===== src/rtl/core/wcsd_pkg.sv =====
`default_nettype none

package wcsd_pkg;

    localparam int DATA_W = 4;
    localparam int CHIP_W = 4;
    localparam int ACC_W  = 6;

    localparam int CHIP_MAX = 7;
    localparam int CHIP_MIN = -8;

    localparam logic OP_SPREAD   = 1'b0;
    localparam logic OP_DESPREAD = 1'b1;

    localparam logic KIND_CHIP = 1'b0;
    localparam logic KIND_BITS = 1'b1;

    // one token travelling down the row of user cells
    typedef struct packed {
        logic                     valid;
        logic                     op;
        logic                     last;
        logic [DATA_W-1:0]        bits;
        logic signed [CHIP_W-1:0] chip;
        logic [DATA_W-1:0]        dec;
    } t_tok;

endpackage

`default_nettype wire


===== src/rtl/core/wcsd_head.sv =====
`default_nettype none

module wcsd_head
    import wcsd_pkg::*;
#(
    parameter int NUM_CHANNELS = 4,
    parameter int PW           = 2
) (
    input  wire logic                     i_clk,
    input  wire logic                     i_rst_n,
    input  wire logic                     i_adv,
    input  wire logic                     i_valid,
    input  wire logic                     i_op,
    input  wire logic [DATA_W-1:0]        i_user_bits,
    input  wire logic signed [CHIP_W-1:0] i_chip_in,
    output logic                          o_stall,
    output t_tok                          o_tok,
    output logic [PW-1:0]                 o_pos
);

    localparam logic [PW-1:0] PosLast = PW'(NUM_CHANNELS - 1);

    logic              r_busy;
    logic [PW-1:0]     r_cnt;
    logic [DATA_W-1:0] r_bits;
    logic [PW-1:0]     r_dpos;
    logic              w_accept;

    assign w_accept = i_valid && !r_busy && i_adv;
    assign o_stall  = r_busy || !i_adv;

    always_comb begin
        o_tok = '0;
        o_pos = '0;
        if (r_busy) begin
            // remaining chips of a spread word
            o_tok.valid = 1'b1;
            o_tok.op    = OP_SPREAD;
            o_tok.last  = (r_cnt == PosLast);
            o_tok.bits  = r_bits;
            o_pos       = r_cnt;
        end else if (i_op == OP_SPREAD) begin
            o_tok.valid = i_valid;
            o_tok.op    = OP_SPREAD;
            o_tok.bits  = i_user_bits;
        end else begin
            o_tok.valid = i_valid;
            o_tok.op    = OP_DESPREAD;
            o_tok.last  = (r_dpos == PosLast);
            o_tok.chip  = i_chip_in;
            o_pos       = r_dpos;
        end
    end

    always_ff @(posedge i_clk) begin
        if (!i_rst_n) begin
            r_busy <= 1'b0;
            r_cnt  <= '0;
            r_bits <= '0;
            r_dpos <= '0;
        end else if (i_adv) begin
            if (r_busy) begin
                r_cnt <= r_cnt + PW'(1);
                if (r_cnt == PosLast) begin
                    r_busy <= 1'b0;
                end
            end else if (w_accept) begin
                if (i_op == OP_SPREAD) begin
                    r_busy <= 1'b1;
                    r_cnt  <= PW'(1);
                    r_bits <= i_user_bits;
                end else if (r_dpos == PosLast) begin
                    r_dpos <= '0;
                end else begin
                    r_dpos <= r_dpos + PW'(1);
                end
            end
        end
    end

endmodule

`default_nettype wire


===== src/rtl/core/wcsd_cell.sv =====
`default_nettype none

module wcsd_cell
    import wcsd_pkg::*;
#(
    parameter int NUM_CHANNELS = 4,
    parameter int PW           = 2,
    parameter int SW           = 4,
    parameter int U            = 0
) (
    input  wire logic                 i_clk,
    input  wire logic                 i_rst_n,
    input  wire logic                 i_adv,
    input  wire t_tok                 i_tok,
    input  wire logic [PW-1:0]        i_pos,
    input  wire logic signed [SW-1:0] i_psum,
    output t_tok                      o_tok,
    output logic [PW-1:0]             o_pos,
    output logic signed [SW-1:0]      o_psum
);

    localparam logic [PW-1:0] UId  = PW'(U);
    localparam int            NegN = -NUM_CHANNELS;

    t_tok                     r_tok;
    logic [PW-1:0]            r_pos;
    logic signed [SW-1:0]     r_psum;
    logic signed [ACC_W-1:0]  r_acc;

    t_tok                     n_tok;
    logic signed [SW-1:0]     n_psum;
    logic                     w_code;
    logic                     w_lvl;
    logic [DATA_W-1:0]        w_mask;
    logic signed [ACC_W:0]    w_chip;
    logic signed [ACC_W:0]    w_sum;
    logic signed [ACC_W-1:0]  w_sat;
    logic                     w_neg;

    // code entry is -1 when popcount(u and c) is odd
    assign w_code = ^(UId & i_pos);

    generate
        if (U < DATA_W) begin : g_bit
            assign w_lvl  = i_tok.bits[U];
            assign w_mask = DATA_W'(1) << U;
        end else begin : g_nobit
            assign w_lvl  = 1'b0;
            assign w_mask = '0;
        end
    endgenerate

    assign w_chip = {{(ACC_W + 1 - CHIP_W){i_tok.chip[CHIP_W-1]}}, i_tok.chip};
    assign w_sum  = w_code ? ({r_acc[ACC_W-1], r_acc} - w_chip)
                           : ({r_acc[ACC_W-1], r_acc} + w_chip);

    always_comb begin
        if (w_sum[ACC_W] != w_sum[ACC_W-1]) begin
            w_sat = w_sum[ACC_W] ? {1'b1, {(ACC_W-1){1'b0}}} : {1'b0, {(ACC_W-1){1'b1}}};
        end else begin
            w_sat = w_sum[ACC_W-1:0];
        end
    end

    // truncated quotient is negative only when the sum reaches -n
    assign w_neg = (int'(w_sat) <= NegN);

    always_comb begin
        n_tok  = i_tok;
        n_psum = i_psum;
        if (i_tok.op == OP_SPREAD) begin
            n_psum = (w_lvl ^ w_code) ? i_psum - SW'(1) : i_psum + SW'(1);
        end else if (i_tok.last) begin
            n_tok.dec = w_neg ? (i_tok.dec | w_mask) : (i_tok.dec & ~w_mask);
        end
    end

    assign o_tok = r_tok;

    always_ff @(posedge i_clk) begin
        if (!i_rst_n) begin
            r_tok <= '0;
        end else if (i_adv) begin
            r_tok <= n_tok;
        end
    end

    always_ff @(posedge i_clk) begin
        if (i_adv) begin
            r_pos  <= i_pos;
            r_psum <= n_psum;
        end
    end

    always_ff @(posedge i_clk) begin
        if (!i_rst_n) begin
            r_acc <= '0;
        end else if (i_adv && i_tok.valid && i_tok.op == OP_DESPREAD) begin
            r_acc <= i_tok.last ? '0 : w_sat;
        end
    end

    assign o_pos  = r_pos;
    assign o_psum = r_psum;

endmodule

`default_nettype wire


===== src/rtl/core/walsh_cdma_spread_despread.sv =====
// walsh-hadamard cdma spreader and despreader for NUM_CHANNELS users
//
// input channel: i_valid / o_stall with i_op, i_user_bits, i_chip_in.
//   a spread word (op 0) yields NUM_CHANNELS chip words on the output, the
//   last one flagged; o_stall is high until its last chip is issued.
//   a despread word (op 1) carries one received chip, taken each cycle
//   o_stall is low; every NUM_CHANNELS-th chip yields a decoded word.
// output channel: o_valid / i_stall with o_kind, o_chip_out,
//   o_decoded_bits, o_last, held in an output register.
// each word walks a row of NUM_CHANNELS user cells, one per cycle
//   unless the row holds, each cell holding one user's correlator;
//   the last cell feeds the output register.
// when the receiver stalls a full output register, the whole row holds
//   and o_stall rises; nothing is lost.
// reset clears the chip position, all correlators and every valid flag.
`default_nettype none

module walsh_cdma_spread_despread
    import wcsd_pkg::*;
#(
    parameter int NUM_CHANNELS = 4
) (
    input  wire logic                     i_clk,
    input  wire logic                     i_rst_n,
    input  wire logic                     i_valid,
    output logic                          o_stall,
    input  wire logic                     i_op,
    input  wire logic [DATA_W-1:0]        i_user_bits,
    input  wire logic signed [CHIP_W-1:0] i_chip_in,
    output logic                          o_valid,
    input  wire logic                     i_stall,
    output logic                          o_kind,
    output logic signed [CHIP_W-1:0]      o_chip_out,
    output logic [DATA_W-1:0]             o_decoded_bits,
    output logic                          o_last
);

    localparam int PW = $clog2(NUM_CHANNELS);
    localparam int SW = $clog2(NUM_CHANNELS) + 2;

    t_tok                 w_tok  [NUM_CHANNELS+1];
    logic [PW-1:0]        w_pos  [NUM_CHANNELS+1];
    logic signed [SW-1:0] w_psum [NUM_CHANNELS+1];
    logic                 w_adv;

    logic                       r_out_valid;
    logic                       r_kind;
    logic signed [CHIP_W-1:0]   r_chip;
    logic [DATA_W-1:0]          r_dec;
    logic                       r_last;
    logic signed [CHIP_W-1:0]   n_chip;
    t_tok                       w_tail;

    assign w_adv = !r_out_valid || !i_stall;

    wcsd_head #(
        .NUM_CHANNELS (NUM_CHANNELS),
        .PW           (PW)
    ) u_head (
        .i_clk       (i_clk),
        .i_rst_n     (i_rst_n),
        .i_adv       (w_adv),
        .i_valid     (i_valid),
        .i_op        (i_op),
        .i_user_bits (i_user_bits),
        .i_chip_in   (i_chip_in),
        .o_stall     (o_stall),
        .o_tok       (w_tok[0]),
        .o_pos       (w_pos[0])
    );

    assign w_psum[0] = '0;

    generate
        for (genvar g = 0; g < NUM_CHANNELS; g++) begin : g_cell
            wcsd_cell #(
                .NUM_CHANNELS (NUM_CHANNELS),
                .PW           (PW),
                .SW           (SW),
                .U            (g)
            ) u_cell (
                .i_clk   (i_clk),
                .i_rst_n (i_rst_n),
                .i_adv   (w_adv),
                .i_tok   (w_tok[g]),
                .i_pos   (w_pos[g]),
                .i_psum  (w_psum[g]),
                .o_tok   (w_tok[g+1]),
                .o_pos   (w_pos[g+1]),
                .o_psum  (w_psum[g+1])
            );
        end
    endgenerate

    assign w_tail = w_tok[NUM_CHANNELS];

    // chip sum clamps to the output range
    always_comb begin
        if (int'(w_psum[NUM_CHANNELS]) > CHIP_MAX) begin
            n_chip = CHIP_W'(CHIP_MAX);
        end else if (int'(w_psum[NUM_CHANNELS]) < CHIP_MIN) begin
            n_chip = CHIP_W'(CHIP_MIN);
        end else begin
            n_chip = CHIP_W'(w_psum[NUM_CHANNELS]);
        end
    end

    always_ff @(posedge i_clk) begin
        if (!i_rst_n) begin
            r_out_valid <= 1'b0;
        end else if (w_adv) begin
            r_out_valid <= w_tail.valid && (w_tail.op == OP_SPREAD || w_tail.last);
        end
    end

    always_ff @(posedge i_clk) begin
        if (w_adv) begin
            r_last <= w_tail.last;
            if (w_tail.op == OP_SPREAD) begin
                r_kind <= KIND_CHIP;
                r_chip <= n_chip;
                r_dec  <= '0;
            end else begin
                r_kind <= KIND_BITS;
                r_chip <= '0;
                r_dec  <= w_tail.dec;
            end
        end
    end

    assign o_valid        = r_out_valid;
    assign o_kind         = r_kind;
    assign o_chip_out     = r_chip;
    assign o_decoded_bits = r_dec;
    assign o_last         = r_last;

endmodule

`default_nettype wire


===== config.mk =====
export PLATFORM = sky130hd
export DESIGN_NAME = walsh_cdma_spread_despread
export DESIGN_NICKNAME = d
export VERILOG_FILES = /design/src/rtl/core/wcsd_pkg.sv /design/src/rtl/core/wcsd_head.sv /design/src/rtl/core/wcsd_cell.sv /design/src/rtl/core/walsh_cdma_spread_despread.sv
export SDC_FILE = /design/constraint.sdc
export NUM_CORES = 1
export LEC_CHECK = 0
export BUFFER_PORTS_ARGS = -buffer_cell sky130_fd_sc_hd__buf_4
export CAP_MARGIN = 20
export CORE_UTILIZATION = 40
export CTS_CLUSTER_SIZE = 16
export DETAILED_ROUTE_END_ITERATION = 7
export HOLD_SLACK_MARGIN = 0.15
export PLACE_DENSITY = 0.52
export SYNTH_ARGS = -nofsm -noshare
export SYNTH_HDL_FRONTEND = slang
export SYNTH_SLANG_ARGS = --single-unit

===== constraint.sdc =====
create_clock -name i_clk -period 6.4 [get_ports i_clk]
set_clock_uncertainty 0.05 [all_clocks]
set_input_delay 0.96 -clock i_clk [delete_from_list [all_inputs] [get_ports i_clk]]
set_output_delay 0.96 -clock i_clk [all_outputs]
set_load 0.02 [all_outputs]

After elaboration in Yosys (flattened, before gate mapping)
Index checks and enable logic that the tools add are counted.
{"block": "word_totals", "regBits": 112, "input_bits": 13, "out_inout_bits": 12, "word_cells": 156}
{"block": "op_classes", "add_sub_neg": 15, "n_lt_le_gt_ge": 6, "n_eq_ne": 7, "n_mux": 53, "bitwise": 6, "n_reduce_logical": 26}
{"op": "$mux 6", "count": 12}
{"op": "$mux 4", "count": 14}
{"op": "$add 6x4->7", "count": 4}
{"op": "$mux 7", "count": 4}
{"op": "$le 6x3->1 const B", "count": 4}
{"op": "$sub 6x4->7", "count": 3}
{"op": "$mux 2", "count": 9}
{"op": "$add 4x2->4 const B", "count": 3}
{"op": "$mux 3", "count": 4}
{"op": "$sub 4x2->4 const B", "count": 3}
{"op": "$logic_and 1x1->1", "count": 11}
{"op": "$mux 1", "count": 10}
{"op": "$reduce_and 4->1", "count": 2}
{"op": "$reduce_xor 2->1", "count": 3}
{"op": "$add 2x1->2 const B", "count": 2}
{"op": "$eq 2x2->1 const B", "count": 2}
{"op": "$gt 4x4->1 const B", "count": 1}
{"op": "$logic_not 1->1", "count": 4}
{"op": "$lt 4x4->1 const B", "count": 1}
{"op": "$ne 1x1->1", "count": 4}
{"op": "$logic_or 1x1->1", "count": 3}
{"op": "$not 1->1", "count": 3}
{"op": "$reduce_and 3->1", "count": 1}
{"op": "$xor 1x1->1", "count": 3}
{"op": "3 further kinds", "count": 3}

Depth between registers and ports, before layout
{"block": "logic_depth", "ltp_word": 9, "ltp_mapped": 13, "ltp_nobuf": 11}

Modules after synthesis
A second synthesis with hierarchy kept.
{"block": "unflattened", "hier_cells": 704, "area_unflattened_um2": 7160.6}
{"module": "wcsd_cell at g_cell[3].u_cell", "instances": 1, "cells_each": 158, "area_each_um2": 1599.0, "seq_area_each_um2": 600.6}
{"module": "wcsd_cell at g_cell[1].u_cell", "instances": 1, "cells_each": 155, "area_each_um2": 1567.8, "seq_area_each_um2": 600.6}
{"module": "wcsd_cell at g_cell[2].u_cell", "instances": 1, "cells_each": 148, "area_each_um2": 1534.0, "seq_area_each_um2": 600.6}
{"module": "wcsd_cell at g_cell[0].u_cell", "instances": 1, "cells_each": 136, "area_each_um2": 1432.6, "seq_area_each_um2": 600.6}
{"module": "wcsd_head", "instances": 1, "cells_each": 82, "area_each_um2": 609.3, "seq_area_each_um2": 180.2}
{"module": "walsh_cdma_spread_despread", "instances": 1, "cells_each": 25, "area_each_um2": 417.9, "seq_area_each_um2": 320.3}

Least setup slack after synthesis
Ideal clock, no wire load.
{"block": "synth_path", "path_kind": "input to register", "start": "in i_op", "end": "reg g_cell[0].u_cell.r_tok (netlist bit g_cell[0].u_cell.o_tok[0])", "setup_ns": 0.124, "t_arrival_ns": 3.104, "required_time_ns": 6.226, "setup_slack_ns": 3.122, "stages": 12, "n_path_buf": 1, "cell_sequence": "nor2b_1 -> clkbuf_1 -> and2_1 -> ha_1 -> inv_1 -> fa_1 -> nor2b_1 -> o21ai_0 -> nor2b_1 -> a41oi_1 -> and4b_1 -> o41ai_1"}
{"item": "from (decl)", "line_no": "walsh_cdma_spread_despread.sv:27", "source": "input wire logic i_op,"}
{"item": "to (signal assigned)", "line_no": "wcsd_cell.sv:84", "source": "r_tok <= n_tok;"}
{"item": "to (decl)", "line_no": "wcsd_cell.sv:25", "source": "t_tok r_tok;"}

==> metrics <==
status completed; fin nets between 700 and 800; final setup fails 0; hold path depth 0; First DRT Iteration DRCs 234; clk_lat worst skew around 0.36 ns; Ys Warns 0; Die Height roughly 120 um; Seq/Total Area, Yosys 0.405; Rel. slew slack 0.444; WS Path Type in -> reg; sequential share of power 0.432; cell count after synthesis around 660; Routed Antenna Nets 0; Psw ~480 uW; first-pass GRT wire length ~22000 um; pin count of the biggest net entering global routing about 50; Critical Path RT around 6.6 ns; # DRC 0; Final period util 0.546; gr ovfl total 0; CTS tree yes; most used cell along the critical path nor2b_1; RSZ-0062 raised after global routing no; worst path arrival time roughly 3.7 ns; Final Hold Viols 0; Switching Share 0.269; Worst Hold Class reg -> reg; CTS Buf Count 9; layout cells sized above 1 0.0844; Reg clk slew, reported paths ~0.06 ns; Post-CTS Setup Inserts 0; Crit path largest cell delay approximately 0.53 ns; EDFF count, synth 29; post-synthesis cell type count between 60 and 70; ys flop type dfxtp_1; R2R depth 11; port bufs 24; Slowest-stage cell, CP nor2b_1; CP Cell Sequence buf_4 > nor2b_1 > and2_1 > ha_1 > inv_1 > fa_1 > nor2b_1 > o21ai_0 > nor2b_1 > a41oi_1 > and4b_1 > o41ai_1; max cap viols 0; Max IR drop VDD around 0.24 mV; FP Rows between 40 and 50; initial antenna violation count 0; Clock power frac 0.376; worst slew pin tran around 0.83 ns; die width 122 um; post-synth design cell area between 5000 and 6000 um^2; Mean Syn Cell Area 8.74 um^2; leak pwr approximately 0.0025 uW; CP bufs+invs 2; Ports 25; Clock Tree Buf Depth 2; Post-CTS Hold Buffers 0; clk root buf clkbuf_16; Layout area overhead 11.6%; setup TNS 0 ns; Max Slew Vio Count 0; Synth Register Bits between 100 and 150; via count around 4600; initial cell density of the core 0.413; crit-path leading delay family simple AND/OR/NAND/NOR gates; wire length per cell after detailed routing approximately 15 um; CTS-repair resized insts 0; DIE AREA 15000 um^2; Critical Path Stages 12; Tot Pwr 1790 uW; core area 14000 um^2; detailed-placement wirelength estimate 9250 um; pwr dens between 200 and 300 nW/um^2; routability cong. ~0.83; async set-or-reset flop fraction in the synthesized netlist 0; routed wire length about 13000 um; # H-tree levels 3; critical path peak fanout 10; Max Freq 0.286 GHz; internal power between 1000 and 1500 uW; DRT Pass-1 Iters 5; ant diodes 0; Tmin final 3.49 ns; crit end category register; TritonCTS Sinks a little over 100; total track usage 0.187; crit start category input pin; vias per cell approximately 5.3; number of global-route vias before repair about 4500; Combinational Power Share 0.192; Mapped Nets 717
## registers in the layout, indices dropped and copies added, names as in the netlist
signal	flops
g_cell.u_cell.o_tok	40
o_chip_out	4
u_head.r_busy	1
o_decoded_bits	4
g_cell.u_cell.r_acc	24
g_cell.u_cell.o_psum	13
o_last	1
u_head.r_cnt	2
u_head.r_dpos	2
g_cell.u_cell.o_pos	6
o_valid	1
o_kind	1
u_head.r_bits	4
## layer usage
layer	vias up	GRT usage	routed length [um]
met5	-	0	0
met2	64	0.314	6070
met1	2121	0.237	6190
li1	2369	-	-
met3	15	0.0395	375
met4	0	0.0595	210
## Yosys cell counts (11+ instances only)
| library cell | count | area share |
|---|---|---|
| dfxtp_1 | 74 | 0.26 |
| nor2b_1 | 22 | 0.024 |
| clkbuf_1 | 27 | 0.017 |
| inv_1 | 35 | 0.023 |
| nor2_1 | 49 | 0.032 |
| and2_1 | 11 | 0.012 |
| nand3_1 | 11 | 0.0095 |
| o21ai_0 | 21 | 0.018 |
| edfxtp_1 | 29 | 0.15 |
| a21oi_1 | 56 | 0.048 |
| nand2_1 | 103 | 0.067 |
| xnor2_1 | 20 | 0.030 |
| ha_1 | 33 | 0.071 |
| nor3_1 | 22 | 0.019 |
## power groups by stage
stage          Sequential (uW)  Combinational, uW  Clock, uW
2_1_floorplan              787                253          0
3_3_place_gp               785                334          0
3_5_place_dp               786                344          0
4_1_cts                    772                346        692
5_1_grt                    780                388        716
6_report                   771                343        672
## metrics by stage
step / cells / setup slack (ns) / hold WS (ns) / cell area, um^2 / utilization
global placement: 839 / 2.62 / 0.356 / 6110 / 0.435
finish: 855 / 2.91 / 0.374 / 6470 / 0.461
detailed placement: 839 / 2.52 / 0.359 / 6110 / 0.435
global route: 855 / 2.49 / 0.389 / 6470 / 0.461
CTS: 855 / 2.89 / 0.375 / 6470 / 0.461
floorplan: 664 / 3.12 / 0.350 / 5800 / -
## worst paths after layout
check                                                from  slack (ns)                   endpoint
worst max-delay path                                 i_op        2.91  g_cell[0].u_cell.o_tok[0]
worst min-delay path            g_cell[0].u_cell.o_pos[1]        0.37  g_cell[1].u_cell.o_pos[1]
worst max register to register              u_head.r_busy        3.09  g_cell[0].u_cell.o_tok[0]
worst min register to register  g_cell[0].u_cell.o_pos[1]        0.37  g_cell[1].u_cell.o_pos[1]
## worst reg2reg max path, stage by stage (launching register included)
cell and delay [ns]:
dfxtp_1 0.48, nor2b_1 0.59, and2_1 0.26, ha_1 0.17, inv_1 0.06, fa_1 0.45, nor2b_1 0.16, o21ai_0 0.10
nor2b_1 0.16, a41oi_1 0.37, and4b_1 0.26, o41ai_1 0.07
## layout make-up
cell class                      count  area (um^2)
Tap cell                          180          225
Clock inverter                      7          141
Timing Repair Buffer               27          203
Clock buffer                        9          225
Inverter                           36          135
Fill cell                        1337         7570
Multi-Input combinational cell    493         3190
Sequential cell                   103         2350
## cell usage in the layout, fill, tap and decap left out, types with 8 or more instances in the layout
cell	synthesis	layout
o21a_1	10	10
a21oi_1	56	56
and2_1	11	11
xnor2_1	20	20
nor3_1	22	22
nor2b_1	22	22
o21ai_0	21	21
nor2_1	49	49
inv_1	35	35
clkbuf_16	0	9
nand2_1	103	103
dfxtp_1	74	74
ha_1	33	33
buf_4	0	27
nand3_1	11	11
nand2b_1	8	8
edfxtp_1	29	29
## cells by family (layout without fill, tap and decap cells)
family                   after synthesis  after routing  synth area share
multiplexers                          13             13            0.0237
adder cells (fa/ha/maj)               40             40            0.0953
AO/OA/AOI/OAI                        164            164             0.188
AND/OR/NAND/NOR                      249            249             0.199
buffers and inverters                 68             79            0.0444
flip-flops                           103            103             0.405
XOR/XNOR                              27             27            0.0446
(Power assumes the default switching activity.)
